$ cat config.mk
export PLATFORM = sky130hd
export DESIGN_NAME = ogns_ram
export DESIGN_NICKNAME = d
export VERILOG_FILES = /design/src/occupancy_grid_nearest_free_search_core_assert.svh /design/src/ogns_ram.sv
export SDC_FILE = /design/constraint.sdc
export NUM_CORES = 1
export LEC_CHECK = 0
export BUFFER_PORTS_ARGS = -buffer_cell sky130_fd_sc_hd__buf_2
export CORE_MARGIN = 2
export CORE_UTILIZATION = 56
export DETAILED_ROUTE_END_ITERATION = 10
export PLACE_DENSITY_LB_ADDON = 0.1
export SLEW_MARGIN = 20
export SYNTH_ARGS = -nofsm -noshare
export SYNTH_HDL_FRONTEND = slang
export SYNTH_SLANG_ARGS = --single-unit
$ cat constraint.sdc
create_clock -name clk -period 3 [get_ports clk]
set_input_delay 0.6 -clock clk [delete_from_list [all_inputs] [get_ports clk]]
set_output_delay 0.6 -clock clk [all_outputs]
set_load 0.02 [all_outputs]
$ cat src/occupancy_grid_nearest_free_search_core_assert.svh
// Assertion helpers for the nearest-free search core.
`ifndef OCCUPANCY_GRID_NEAREST_FREE_SEARCH_CORE_ASSERT_SVH
`define OCCUPANCY_GRID_NEAREST_FREE_SEARCH_CORE_ASSERT_SVH

// Condition must hold whenever the antecedent holds (same edge).
`define OGNS_ASSERT_NOW(label, ante, cons, msg) \
    label: assert property (@(posedge clk) disable iff (!rst_n) (ante) |-> (cons)) \
        else $error(msg);

// Condition must hold on the edge after the antecedent.
`define OGNS_ASSERT_NEXT(label, ante, cons, msg) \
    label: assert property (@(posedge clk) disable iff (!rst_n) (ante) |=> (cons)) \
        else $error(msg);

`endif

$ cat src/ogns_ram.sv
module ogns_ram #(
    parameter int WIDTH = 8,
    parameter int DEPTH = 16
) (
    input  logic                     clk,
    input  logic                     we,
    input  logic [$clog2(DEPTH)-1:0] waddr,
    input  logic [WIDTH-1:0]         wdata,
    input  logic                     re,
    input  logic [$clog2(DEPTH)-1:0] raddr,
    output logic [WIDTH-1:0]         rdata
);

    logic [WIDTH-1:0] mem [DEPTH];

    always_ff @(posedge clk)
    begin
        if (we)
        begin
            mem[waddr] <= wdata;
        end
        if (re)
        begin
            rdata <= mem[raddr];
        end
    end

endmodule

## Yosys cells after proc, flatten, opt, wreduce, memory -nomap -nowiden

Memories as Yosys holds them, arrays and structs flattened. A register that Yosys moved wholly into a read port is not among the register bits.
Index checks and enable logic that the tools add are counted.

- Mux-type cells: 2

Operators by type and width:

| kind | count |
|---|---|
| two-way mux 1 bit | 2 |

- Flip-flop bits (word level): 0
- Memory bits (writable): 128
- Output and inout bits: 8
- Logic and storage cells: 3
- Memories kept: 1

Memory list:

| name | words | width | read ports | clocked after memory_dff | write ports | RTL line | text |
|---|---|---|---|---|---|---|---|
| mem | 16 | 8 | 1 | 1 | 1 | ogns_ram.sv:14 | `logic [WIDTH-1:0] mem [DEPTH];` |

## Longest topological paths before layout

- Depth in word-level cells: 2
- Gate-level depth with buffers: 5
- Mapped depth without buffers: 3

## Least setup slack after synthesis

Ideal clock, no wire load.

- Kind: input to register
- Start point: input waddr[2]
- End point: memory mem[0][0], enable pin
- Setup time: 0.383 ns
- Arrival time: 1.710 ns
- Required time: 2.617 ns
- Setup slack: 0.907 ns
- Stages: 2
- Buffers on the path: 0
- Path through: or3b_2 > nor3_1

RTL lines:

| element | RTL line | text |
|---|---|---|
| from (decl) | ogns_ram.sv:7 | `input logic [$clog2(DEPTH)-1:0] waddr,` |
| to (decl) | ogns_ram.sv:14 |  |

Straight into the memory's write port.

## Worst setup path in the final report

- Start point: input waddr[2]
- End point: memory mem[1][4], enable pin

Straight into the memory's write port.

==> metrics.txt <==
# TYPE chip_impl_metric gauge
chip_impl_metric{name="grtUsageMet2",unit="%"} 32.7
chip_impl_metric{name="grt_first_pass_wirelength",unit="mm"} 15.4
chip_impl_metric{name="initial_core_util",unit="%"} 57.1
chip_impl_metric{name="post_synth_instance_area",unit="sq um"} 5230
chip_impl_metric{name="power.share.combinational",unit="%"} 4.7
chip_impl_metric{name="powerDensity",unit="nW/um^2"} 700
chip_impl_metric{name="tightest_slew",unit="ns"} 0.889
chip_impl_metric{name="post_cts_buffers",unit=""} 0
chip_impl_metric{name="core_area",unit="sq um"} 9150
chip_impl_metric{name="min_period_over_period",unit="%"} 60.2
chip_impl_metric{name="total_die_area",unit="sq um"} 10100
chip_impl_metric{name="die-width",unit="microns"} 101
chip_impl_metric{name="ant_nets",unit=""} 0
chip_impl_metric{name="boundaryPins",unit=""} 27
chip_impl_metric{name="swShare",unit="%"} 20.8
chip_impl_metric{name="groute.layer.met1.usage",unit="%"} 32.8
chip_impl_metric{name="detail_route.iter0.violations",unit=""} 189
chip_impl_metric{name="clock-skew-final",unit="ns"} 0.00796
chip_impl_metric{name="antenna_cells",unit=""} 0
chip_impl_info{name="critical-path-slowest-cell",value="sky130_fd_sc_hd__nor2_1"} 1
chip_impl_metric{name="totalNegativeSetupSlack",unit="ns"} 0
chip_impl_metric{name="number_of_antenna_violations_at_the_first_check_in_global_routing",unit=""} 0
chip_impl_metric{name="clkSlewWorstSetupHoldPaths",unit="ns"} 0.06
chip_impl_metric{name="htree_levels",unit=""} 4
chip_impl_metric{name="grt_start_max_net_pins",unit=""} 33
chip_impl_metric{name="max_freq",unit="MHz"} 554
chip_impl_metric{name="per_cell_routed_wire_length",unit="microns"} 23.8
chip_impl_metric{name="final_period_minus_worst_setup_slack",unit="ns"} 1.81
chip_impl_metric{name="worst-path-max-fanout",unit=""} 8
chip_impl_info{name="worst_hold_path_type",value="input pin to register"} 1
chip_impl_info{name="cts-root-buf",value="sky130_fd_sc_hd__clkbuf_8"} 1
chip_impl_metric{name="internal-power",unit="uW"} 3400
chip_impl_metric{name="ys.warnings.count",unit=""} 0
chip_impl_metric{name="dp_hpwl",unit="mm"} 6.15
chip_impl_info{name="status",value="finished, final reports clean"} 1
chip_impl_metric{name="static-leakage-power",unit="uW"} 0.00208
chip_impl_metric{name="syn-instance-count",unit=""} 229
chip_impl_metric{name="hold_viol_final",unit=""} 0
chip_impl_metric{name="synth-seq-area-share",unit="%"} 78.1
chip_impl_metric{name="regArea",unit="sq um"} 4080
chip_impl_metric{name="net-switching-power",unit="uW"} 893
chip_impl_metric{name="max_slew_margin",unit="%"} 40.5
chip_impl_metric{name="drt-pass1-iter-count",unit=""} 4
chip_impl_metric{name="yosys_register_bits",unit=""} 136
chip_impl_metric{name="grt_overflow_total",unit=""} 0
chip_impl_metric{name="drt_drc_violations_left",unit=""} 0
chip_impl_metric{name="timing.final.max_slew_violations",unit=""} 0
chip_impl_metric{name="reg2reg_slack",unit="ns"} 1.46
chip_impl_metric{name="grt_util_all_layers",unit="%"} 22.0
chip_impl_metric{name="placedInstanceArea",unit="sq um"} 5570
chip_impl_metric{name="clkPwrFrac",unit="%"} 45.2
chip_impl_metric{name="insertion_delay",unit="ns"} 0.50
chip_impl_metric{name="ctsHoldBuffers",unit=""} 0
chip_impl_metric{name="max_buffers_root_to_sink",unit=""} 2
chip_impl_info{name="critical_path.endpoint_type",value="register"} 1
chip_impl_metric{name="critical_path.max_stage_delay",unit="ns"} 0.70
chip_impl_metric{name="fp.dieH",unit="microns"} 101
chip_impl_metric{name="drv.max_cap_violation_count",unit=""} 0
chip_impl_metric{name="cp_data_arrival_time",unit="ns"} 1.93
chip_impl_metric{name="stdcell_count",unit=""} 408
chip_impl_metric{name="first_global_vias",unit=""} 2601
chip_impl_metric{name="cts.sinks",unit=""} 136
chip_impl_metric{name="final_layout_size_suffix_gt1_share",unit="%"} 32.0
chip_impl_metric{name="area_growth",unit="%"} 17.4
chip_impl_metric{name="ctsResizeCount",unit=""} 0
chip_impl_metric{name="detail_route.wirelength",unit="mm"} 9.70
chip_impl_info{name="timing_worst_setup_path_type",value="input pin to register"} 1
chip_impl_metric{name="placed_cells",unit=""} 376
chip_impl_metric{name="vias",unit=""} 2431
chip_impl_info{name="rsz_0062_raised_after_global_routing",value="no"} 1
chip_impl_metric{name="synth.avg_cell_area",unit="sq um"} 22.8
chip_impl_metric{name="rows",unit=""} 35
chip_impl_metric{name="setup_viol_count_final",unit=""} 0
chip_impl_metric{name="multi_input_area",unit="sq um"} 1060
chip_impl_metric{name="port_buffers",unit=""} 26
chip_impl_metric{name="hold-worst-slack",unit="ns"} 0.474
chip_impl_metric{name="finalWeightedCongestion",unit=""} 0.726
chip_impl_metric{name="layout.nets",unit=""} 303
chip_impl_metric{name="average_via_count_per_standard_cell",unit=""} 5.96
chip_impl_info{name="timing.critical_path.cells",value="buf_2 > or3b_2 > nor2_1"} 1
chip_impl_info{name="critical_path.startpoint_type",value="input pin"} 1
chip_impl_metric{name="critPathRequiredTime",unit="ns"} 3.12
chip_impl_info{name="cts_tree",value="built"} 1
chip_impl_metric{name="synth_fp_nets",unit=""} 248
chip_impl_metric{name="synth.distinct_cells",unit=""} 18
chip_impl_metric{name="seq_power_share",unit="%"} 50.1
chip_impl_metric{name="cts-buffers-inserted",unit=""} 17
chip_impl_metric{name="final_instance_area",unit="sq um"} 6140
chip_impl_metric{name="power.ir.vdd_worst",unit="uV"} 425
chip_impl_metric{name="grtUsageMet3",unit="%"} 5.13
chip_impl_info{name="top_usage_layer",value="met1"} 1
chip_impl_metric{name="postLayoutCoreUtil",unit="%"} 67.1
chip_impl_metric{name="nFillCells",unit=""} 591
kinds of logic after synthesis:
| group | Yosys count | synth area share (%) |
|---|---|---|
| DFF | 136 | 78.1 |
| and+or+nand+nor | 35 | 3.14 |
| muxes | 32 | 14.8 |
| AOI/OAI and AO/OA | 16 | 2.30 |
| buffers and inverters | 10 | 1.65 |
metal layers:
layer	part of all wire, %	up-vias
li1	-	1094
met1	43	1235
met2	49	98
met3	7.8	4
met4	0.35	0
met5	0	-
sequential cells by signal, summed over array words and instances, names as in the netlist:
signal / count
mem: 128
rdata: 8
worst max-delay path, delay by kind of cell:
family                 cells  cell delay, ns
buffers and inverters      1            0.11
and+or+nand+nor            2            1.21
stage by stage:
stage | total power (uW) | setup slack, ns
floorplan | 2310 | 0.907
global placement | 2390 | 0.720
detailed placement | 2400 | 0.705
CTS | 4330 | 1.22
global route | 4430 | 1.17
finish | 4300 | 1.19
layout make-up:
type,instances,share of cell area [%]
flip-flops and latches,136,66.5
multi-input cells,83,17.2
clock buffers,17,6.75
repair buffers,46,4.77
clock inverters,15,2.49
well taps,111,2.26
power by group through the flow:
stage,sequential [uW],clock [uW],combinational [uW]
floorplan,2200,0,108
global placement,2190,0,201
detailed placement,2190,0,205
CTS,2150,1970,206
global route,2160,2060,222
finish,2150,1940,201
synthesized netlist by cell type, drive strengths merged:
master / count / share of area [%]
a22oi: 16 / 2.3
and2: 1 / 0.12
and2b: 1 / 0.14
buf: 7 / 1.1
clkdlybuf4s25: 3 / 0.57
edfxtp: 136 / 78
mux4: 32 / 15
nand2: 9 / 0.65
nand2b: 2 / 0.24
nand3: 1 / 0.096
nand3b: 2 / 0.29
nor2: 13 / 0.93
nor2b: 1 / 0.12
nor3: 4 / 0.38
or3b: 1 / 0.17
cells in the final DEF (no fill, tap or decap), drive strengths merged:
| master | instances |
|---|---|
| nor2 | 13 |
| edfxtp | 136 |
| nand3b | 2 |
| and2 | 1 |
| clkinvlp | 6 |
| nor3 | 4 |
| buf | 46 |
| nand3 | 1 |
| mux4 | 32 |
| clkinv | 4 |
| and2b | 1 |
| nand2 | 9 |
| clkbuf | 17 |
| bufinv | 2 |
| inv | 3 |
| nand2b | 2 |
| or3b | 1 |
| a22oi | 16 |
| nor2b | 1 |
path summary, 6_finish.rpt:
check | from | to | depth (start not counted)
hold / removal | re | rdata[0] | 1
setup reg to reg | mem[1][0] | rdata[0] | 3
hold reg to reg | mem[15][4] | rdata[4] | 3
setup / recovery | waddr[2] | mem[1][4] | 3
Note: power is estimated with default switching activity, not from simulation.
