**config.mk**
```make
export PLATFORM = sky130hd
export DESIGN_NAME = ogns_ring_gen
export DESIGN_NICKNAME = d
export VERILOG_FILES = /design/src/occupancy_grid_nearest_free_search_core_assert.svh /design/src/ogns_pkg.sv /design/src/ogns_ring_gen.sv
export SDC_FILE = /design/constraint.sdc
export NUM_CORES = 1
export LEC_CHECK = 0
export BUFFER_PORTS_ARGS = -buffer_cell sky130_fd_sc_hd__buf_4
export CAP_MARGIN = 20
export CORE_MARGIN = 1.5
export CORE_UTILIZATION = 25
export CTS_CLUSTER_SIZE = 24
export DETAILED_ROUTE_END_ITERATION = 8
export SLEW_MARGIN = 30
export SYNTH_ARGS = -nofsm -noshare
export SYNTH_HDL_FRONTEND = slang
export SYNTH_SLANG_ARGS = --single-unit
```
**constraint.sdc**
```tcl
create_clock -name clk -period 10.4 [get_ports clk]
set_clock_uncertainty 0.05 [all_clocks]
set_input_delay 1.04 -clock clk [delete_from_list [all_inputs] [get_ports clk]]
set_output_delay 1.04 -clock clk [all_outputs]
set_load 0.01 [all_outputs]
```
**src/occupancy_grid_nearest_free_search_core_assert.svh**
```systemverilog
// Assertion helpers for the nearest-free search core.
`ifndef OCCUPANCY_GRID_NEAREST_FREE_SEARCH_CORE_ASSERT_SVH
`define OCCUPANCY_GRID_NEAREST_FREE_SEARCH_CORE_ASSERT_SVH

// Condition must hold whenever the antecedent holds (same edge).
`define OGNS_ASSERT_NOW(label, ante, cons, msg) \
    label: assert property (@(posedge clk) disable iff (!rst_n) (ante) |-> (cons)) \
        else $error(msg);

// Condition must hold on the edge after the antecedent.
`define OGNS_ASSERT_NEXT(label, ante, cons, msg) \
    label: assert property (@(posedge clk) disable iff (!rst_n) (ante) |=> (cons)) \
        else $error(msg);

`endif

```
**src/ogns_pkg.sv**
```systemverilog
package ogns_pkg;

    localparam int MAX_WIDTH_DEF  = 64;
    localparam int MAX_HEIGHT_DEF = 64;
    localparam int MAX_FOUND_DEF  = 16;
    localparam int OWNER_BITS_DEF = 16;

    localparam int CFG_IDX_W  = 2;
    localparam int CFG_DATA_W = 7;
    localparam logic [CFG_IDX_W-1:0] REG_MAP_WIDTH  = 2'd0;
    localparam logic [CFG_IDX_W-1:0] REG_MAP_HEIGHT = 2'd1;
    localparam logic [CFG_DATA_W-1:0] MAP_SIZE_RESET = 7'd64;

    typedef enum logic [2:0] {
        MODE_QUERY_VALID = 3'd0,
        MODE_QUERY_OCC   = 3'd1,
        MODE_TRY_OCCUPY  = 3'd2,
        MODE_OCCUPY      = 3'd3,
        MODE_LEAVE       = 3'd4,
        MODE_BLOCK       = 3'd5,
        MODE_FREE        = 3'd6,
        MODE_FIND_NEAR   = 3'd7
    } mode_t;

    typedef enum logic [1:0] {
        STAT_OK       = 2'd0,
        STAT_OUTSIDE  = 2'd1,
        STAT_MISMATCH = 2'd2,
        STAT_NOT_FOUND = 2'd3
    } status_t;

    typedef enum logic [2:0] {
        ST_CLEAR,
        ST_IDLE,
        ST_CELL,
        ST_SEARCH,
        ST_DRAIN,
        ST_NONE,
        ST_OUT_RD,
        ST_OUT_WR
    } state_t;

    typedef struct packed {
        logic load;
        logic step;
    } ring_ctl_t;

    // Diamond walk directions, one per ring side.
    function automatic logic signed [1:0] ring_dx(input logic [1:0] d);
        case (d)
            2'd0:    ring_dx = 2'sd1;
            2'd1:    ring_dx = 2'sd1;
            default: ring_dx = -2'sd1;
        endcase
    endfunction

    function automatic logic signed [1:0] ring_dy(input logic [1:0] d);
        case (d)
            2'd0:    ring_dy = 2'sd1;
            2'd3:    ring_dy = 2'sd1;
            default: ring_dy = -2'sd1;
        endcase
    endfunction

endpackage

```
**src/ogns_ring_gen.sv**
```systemverilog
module ogns_ring_gen #(
    parameter int CW = 16,
    parameter int RW = 8
) (
    input  logic                  clk,
    input  logic                  rst_n,
    input  ogns_pkg::ring_ctl_t   ctl,
    input  logic signed [CW-1:0]  start_x,
    input  logic signed [CW-1:0]  start_y,
    input  logic [RW-1:0]         rings,
    output logic signed [CW-1:0]  cand_x,
    output logic signed [CW-1:0]  cand_y,
    output logic                  cand_last
);

    logic signed [CW-1:0] x_reg, x_next, y_reg, y_next;
    logic [RW-1:0]        r_reg, r_next, j_reg, j_next, rings_reg, rings_next;
    logic [1:0]           d_reg, d_next;
    logic                 first_reg, first_next;
    logic [RW:0]          j_inc, r_inc;
    logic [1:0]           d_inc;

    assign j_inc = {1'b0, j_reg} + {{RW{1'b0}}, 1'b1};
    assign r_inc = {1'b0, r_reg} + {{RW{1'b0}}, 1'b1};
    assign d_inc = d_reg + 2'd1;

    assign cand_x = x_reg;
    assign cand_y = y_reg;
    // final candidate: start cell with no rings, or end of the outermost ring
    assign cand_last = first_reg ? (rings_reg <= {{(RW-1){1'b0}}, 1'b1})
                                 : (d_reg == 2'd3 && j_inc == {1'b0, r_reg}
                                    && r_inc >= {1'b0, rings_reg});

    always_comb
    begin
        x_next     = x_reg;
        y_next     = y_reg;
        r_next     = r_reg;
        j_next     = j_reg;
        d_next     = d_reg;
        first_next = first_reg;
        rings_next = rings_reg;
        if (ctl.load)
        begin
            x_next     = start_x;
            y_next     = start_y;
            r_next     = '0;
            j_next     = '0;
            d_next     = '0;
            first_next = 1'b1;
            rings_next = rings;
        end
        else if (ctl.step)
        begin
            if (first_reg || (d_reg == 2'd3 && j_inc >= {1'b0, r_reg}))
            begin
                // next ring starts one row above the previous end point
                first_next = 1'b0;
                r_next     = RW'(r_inc);
                j_next     = '0;
                d_next     = '0;
                y_next     = y_reg + CW'(1);
            end
            else if (j_inc < {1'b0, r_reg})
            begin
                j_next = RW'(j_inc);
                x_next = x_reg + CW'(ogns_pkg::ring_dx(d_reg));
                y_next = y_reg + CW'(ogns_pkg::ring_dy(d_reg));
            end
            else
            begin
                d_next = d_inc;
                j_next = '0;
                x_next = x_reg + CW'(ogns_pkg::ring_dx(d_inc));
                y_next = y_reg + CW'(ogns_pkg::ring_dy(d_inc));
            end
        end
    end

    always_ff @(posedge clk or negedge rst_n)
    begin
        if (!rst_n)
        begin
            r_reg     <= '0;
            j_reg     <= '0;
            d_reg     <= '0;
            first_reg <= 1'b0;
            rings_reg <= '0;
        end
        else
        begin
            r_reg     <= r_next;
            j_reg     <= j_next;
            d_reg     <= d_next;
            first_reg <= first_next;
            rings_reg <= rings_next;
        end
    end

    always_ff @(posedge clk)
    begin
        x_reg <= x_next;
        y_reg <= y_next;
    end

endmodule

```
== After elaboration in Yosys (flattened, before gate mapping) ==
Index checks and enable logic that the tools add are counted.

* Input port bits: 44
* Bits in registers: 59
* Word-level logic and storage cells: 84
* Output and inout bits: 33

* Mux-type cells: 43
* Equal/unequal tests: 7
* Reductions and logical operators: 15
* Order comparisons: 4
* Add/subtract/negate cells: 8

{| class="wikitable"
|+ Operator list
! operator !! count
|-
| 16-bit two-way mux || 8
|-
| 16-bit by 2-bit adder with 16-bit output || 4
|-
| 8-bit two-way mux || 7
|-
| 2-bit two-way mux || 24
|-
| 8-bit by 1-bit adder with 9-bit output, second input constant || 2
|-
| 9-bit by 8-bit greater-or-equal comparator with 1-bit output || 2
|-
| 16-bit by 2-bit adder with 16-bit output, second input constant || 1
|-
| 9-bit by 8-bit == test with 1-bit output || 1
|-
| 9-bit by 8-bit less-than comparator with 1-bit output || 1
|-
| 8-bit by 1-bit less-or-equal comparator with 1-bit output, second input constant || 1
|-
| 2-bit OR reduction || 4
|-
| 2-bit AND reduction || 3
|-
| 2-bit by 1-bit == test with 1-bit output, second input constant || 2
|-
| 2-bit == test, second input constant || 2
|-
| 2-bit zero test || 2
|-
| 1-bit two-way mux || 4
|-
| 2-bit nonzero test || 2
|-
| 1-bit logical AND || 3
|-
| 3-bit != test, second input constant || 1
|-
| 2-bit by 1-bit adder with 2-bit output, second input constant || 1
|-
| 2-bit != test, second input constant || 1
|-
| 1-bit logical OR || 1
|}

== Longest topological paths before layout ==
* Depth in word-level cells: 13
* Gate-level depth with buffers: 23
* Mapped depth without buffers: 21

== Worst setup path after synthesis ==
No wires, ideal clock.

* Path kind: reg2reg
* Start point: reg j_reg[2]
* End point: reg x_reg[15] (netlist: cand_x[15]) (data pin)
* Stages on the path, launching flop included: 21
* Data arrival time: 4.288 ns
* Setup slack: 5.910 ns
* Setup time: 0.152 ns
* Period minus slack after synthesis: 4.490 ns
* Required time: 10.198 ns
* Path buffers: 1
* Cell sequence: dfrtp_1 and3_1 and3_1 nand3_1 xnor2_1 ha_1 a21oi_1 nand3_2 nor2b_4 buf_6 mux2_2 ha_1 a211oi_1 nor2_1 o41a_1 a31o_2 o31ai_4 o21ai_0 a21oi_1 xor3_1 o21ai_0

* Cells in the longest elaborated chain, start to end: 6

{| class="wikitable"
|+ Ends and longest elaborated chain
! element !! RTL line !! source
|-
| start, declared || ogns_ring_gen.sv:17 || <nowiki>logic [RW-1:0] r_reg, r_next, j_reg, j_next, rings_reg, rings_next;</nowiki>
|-
| start signal, assigned || ogns_ring_gen.sv:93 || <nowiki>j_reg <= j_next;</nowiki>
|-
| 8-bit by 1-bit adder with 9-bit output || ogns_ring_gen.sv:23 || <nowiki>assign j_inc = {1'b0, j_reg} + {{RW{1'b0}}, 1'b1};</nowiki>
|-
| 9-bit by 8-bit less-than comparator with 1-bit output || ogns_ring_gen.sv:64 || <nowiki>else if (j_inc < {1'b0, r_reg})</nowiki>
|-
| 16-bit two-way mux || ogns_ring_gen.sv:64 ||
|-
| 16-bit two-way mux || ogns_ring_gen.sv:55 || <nowiki>if (first_reg || (d_reg == 2'd3 && j_inc >= {1'b0, r_reg}))</nowiki>
|-
| 16-bit two-way mux || ogns_ring_gen.sv:53 || <nowiki>else if (ctl.step)</nowiki>
|-
| 16-bit two-way mux || ogns_ring_gen.sv:43 || <nowiki>if (ctl.load)</nowiki>
|-
| via x_next[15] || ogns_ring_gen.sv:16 || <nowiki>logic signed [CW-1:0] x_reg, x_next, y_reg, y_next;</nowiki>
|-
| end signal, assigned || ogns_ring_gen.sv:102 || <nowiki>x_reg <= x_next;</nowiki>
|-
| end, declared || ogns_ring_gen.sv:16 ||
|}

The timed path passes the listed nets, and every way through them passes these cells. The select of a mux whose other input is x is not followed.
A chain may end at the register's enable or synchronous reset.

== Worst setup path after layout ==
* Start point: reg j_reg[0]
* End point: reg x_reg[15] (netlist: cand_x[15]) (data pin)

The elaborated chain is that of the path after synthesis.

==> results.md <==
* FF-to-FF Start: j_reg[0]$_DFFE_PN0P_
* Area growth syn-to-layout at 24.7%
* Buffer and inverter count on the worst path at 0
* Slowest cell on the critical path: mux2_2
* R2r worst-path depth at 19
* Dpl ws at 5.48 ns
* Synthesized cell area at 0.00428 sq mm
* Crit start category: flop
* Share of cells above drive strength 1 at 0.194
* Starting Density at 0.257
* Final setup viols at 0
* Prevailing post-synth register cell: edfxtp_1
* Initial antenna violation count at 0
* Run status: finished clean
* First-pass GRT wire length at 16800 microns
* Synth warn at 0
* Die width at 134 microns
* FILL cells at 1697
* Vias in the first global route at 3510
* Post-CTS setup buffer count at 0
* Root Driver: clkbuf_16
* CTS tree: done
* Slew @ Worst Pin at 0.823 ns
* Cell taking the most area after synthesis: edfxtp_1
* Post-synth cell types at 49
* Ports at 77
* Register area share after synthesis at 0.382
* Syn_nets at 542
* Final ANT Viol Nets at 0
* Pwr Density at 151 mW/mm^2
* Critical path, cell by cell: ha_1, nand3_1, xnor2_1, ha_1, nand4_1, o21bai_1, o2111ai_1, nor2b_4, mux2_2, ha_1, o21ai_0, nor2_1, o41a_1, a31o_2, o31ai_4, o21ai_0, a21oi_1, xor3_1, o21ai_0
* GPL Wtd Cong at 0.840
* Crit path max fanout at 16
* Top post-synthesis cells by area: edfxtp_1 (22%), dfrtp_1 (16%), ha_1 (11%)
* Kind of critical path: reg2reg
* Final Critical Period at 4.97 ns
* Nets at 613
* Synth Instances at 461
* Iteration-0 DRC Markers at 193
* Max-Cap Viols at 0
* CP Capture Type: flop
* Via Count at 3516
* Worst Hold End: rings_reg[0]$_DFFE_PN0P_
* GRT Total Usage at 0.117
* Fin crit share at 0.478
* Cts bufs inserted at 9
* Number of cell rows at 47
* Longest Clk Path Bufs at 2
* Largest net degree at the start of global routing at 91
* Critical R2R Capture: cand_x[15]$_DFFE_PP_
* Post-CTS Resized at 0
* Count leader, synth: nand2_1
* RSZ-0062 raised after global routing: no
* Top cell type's share of synthesized area at 0.224
* Async SR Flop Fraction at 0.458
* CP required at 10.53 ns
* Total Neg Setup Slack at 0 ns
* Worst-skew pair later-pin latency at 0.33 ns
* Crit path largest cell delay at 0.52 ns
* Setup WS post-layout at 5.43 ns
* Stages on worst setup path at 19
* Cell family with most CP delay: compound AO/OA/AOI/OAI gates
* WHS Path Cells at 1
* Mean post-synth cell area at 9.28 sq um
* # DRC at 0
* CTS Hold Bufs at 0
* CP arrival at 5.10 ns
* Most frequent cells after synthesis: nand2_1 (68), o21ai_0 (43), ha_1 (36)
* DR pass1 iterations at 4
* Hpwl dp at 7430 microns
* Area of the core at 0.0166 sq mm
* Final core occ at 0.321
* Hold Violations, Final at 0
* IO buf count at 76
* Number of synthesized register bits at 59
* Worst Hold Class: reg2reg
* Vias/cell at 4.64
* Maximum vdd ir drop at 0.0728 mV
* Slew Limit Headroom at 0.451
* Slew Viols, Final at 0
* N_diodes at 0
* CTS sink count at 59
* Total gr overflow at 0
* Min-delay src: rings_reg[0]$_DFFE_PN0P_
* H-tree Lvls at 3
* Total wire length at 10200 microns
* Worst-path clk slew at 0.06 ns
* Avg WL per Cell at 13.4 microns
* R2r setup slk at 5.43 ns
* Lkg Pwr at 2.36 nW
* Die area at 0.0179 sq mm
* Highest clock rate at 201 MHz
* Die height at 134 microns
* Number of synthesized flops with an enable pin at 32
-- per-layer routing --
| layer | wire (microns) | track usage |
|---|---|---|
| met5 | 0 | 0 |
| met4 | 186 | 0.0447 |
| met3 | 517 | 0.0295 |
| met2 | 4760 | 0.190 |
| met1 | 4700 | 0.149 |
-- per-stage QoR --
stage / instances / total power [mW] / hold slack (ns) / cell area (sq um)
3_3_place_gp: 741 / 0.508 / 0.460 / 5040
5_1_grt: 757 / 0.851 / 0.509 / 5340
6_report: 757 / 0.807 / 0.464 / 5340
4_1_cts: 757 / 0.816 / 0.466 / 5340
3_5_place_dp: 741 / 0.514 / 0.453 / 5040
2_1_floorplan: 461 / 0.441 / 0.431 / 4280
-- worst max path at each step --
| stage | start | end | slack [ns] |
|---|---|---|---|
| 3_3_place_gp | j_reg[2]$_DFFE_PN0P_ | cand_x[15]$_DFFE_PP_ | 5.66 |
| 3_5_place_dp | j_reg[2]$_DFFE_PN0P_ | cand_x[15]$_DFFE_PP_ | 5.48 |
| 6_report | j_reg[0]$_DFFE_PN0P_ | cand_x[15]$_DFFE_PP_ | 5.43 |
| 4_1_cts | j_reg[2]$_DFFE_PN0P_ | cand_x[15]$_DFFE_PP_ | 5.45 |
| 2_1_floorplan | j_reg[2]$_DFFE_PN0P_ | cand_x[15]$_DFFE_PP_ | 5.91 |
| 5_1_grt | j_reg[0]$_DFFE_PN0P_ | cand_y[14]$_DFFE_PP_ | 5.04 |
-- report_power, final --
part / leakage [nW] / switching (mW) / internal [mW] / total (mW)
Combinational: 1.53 / 0.103 / 0.100 / 0.203
Clock: 0.145 / 0.107 / 0.191 / 0.298
Sequential: 0.685 / 0.0277 / 0.278 / 0.306
-- layout make-up --
| type | instances | area, sq um | share of cell area |
|---|---|---|---|
| Multi-Input combinational cell | 363 | 2470 | 0.463 |
| Clock buffer | 11 | 243 | 0.0455 |
| Timing Repair Buffer | 76 | 571 | 0.107 |
| Tap cell | 220 | 275 | 0.0516 |
| Inverter | 23 | 86.3 | 0.0162 |
| Sequential cell | 59 | 1640 | 0.307 |
| Clock inverter | 5 | 52.6 | 0.00985 |
-- cells in the final DEF (no fill, tap or decap), types with 3 or more instances in the layout --
master,n
nand3_1,20
nor2_1,34
xor2_1,18
nand2_1,68
a21oi_1,10
a21o_1,15
clkbuf_16,9
nand2b_1,11
buf_4,76
and3_1,6
dfrtp_1,27
ha_1,36
o21ai_0,43
edfxtp_1,32
nand4_1,7
mux2_2,5
clkinv_2,3
inv_1,23
nor3_1,6
or3_1,3
xnor2_1,28
nor4_1,4
a211oi_1,5
mux2i_1,15
-- kinds of logic after synthesis --
| logic type | count (synthesis) | share of synthesized area |
|---|---|---|
| and+or+nand+nor | 168 | 0.184 |
| AOI/OAI and AO/OA | 91 | 0.136 |
| DFF | 59 | 0.382 |
| xor gates and xnor gates | 47 | 0.0997 |
| buffers and inverters | 39 | 0.0398 |
| adders and majority gates | 37 | 0.110 |
| muxes | 20 | 0.0482 |
(Power assumes the default switching activity.)
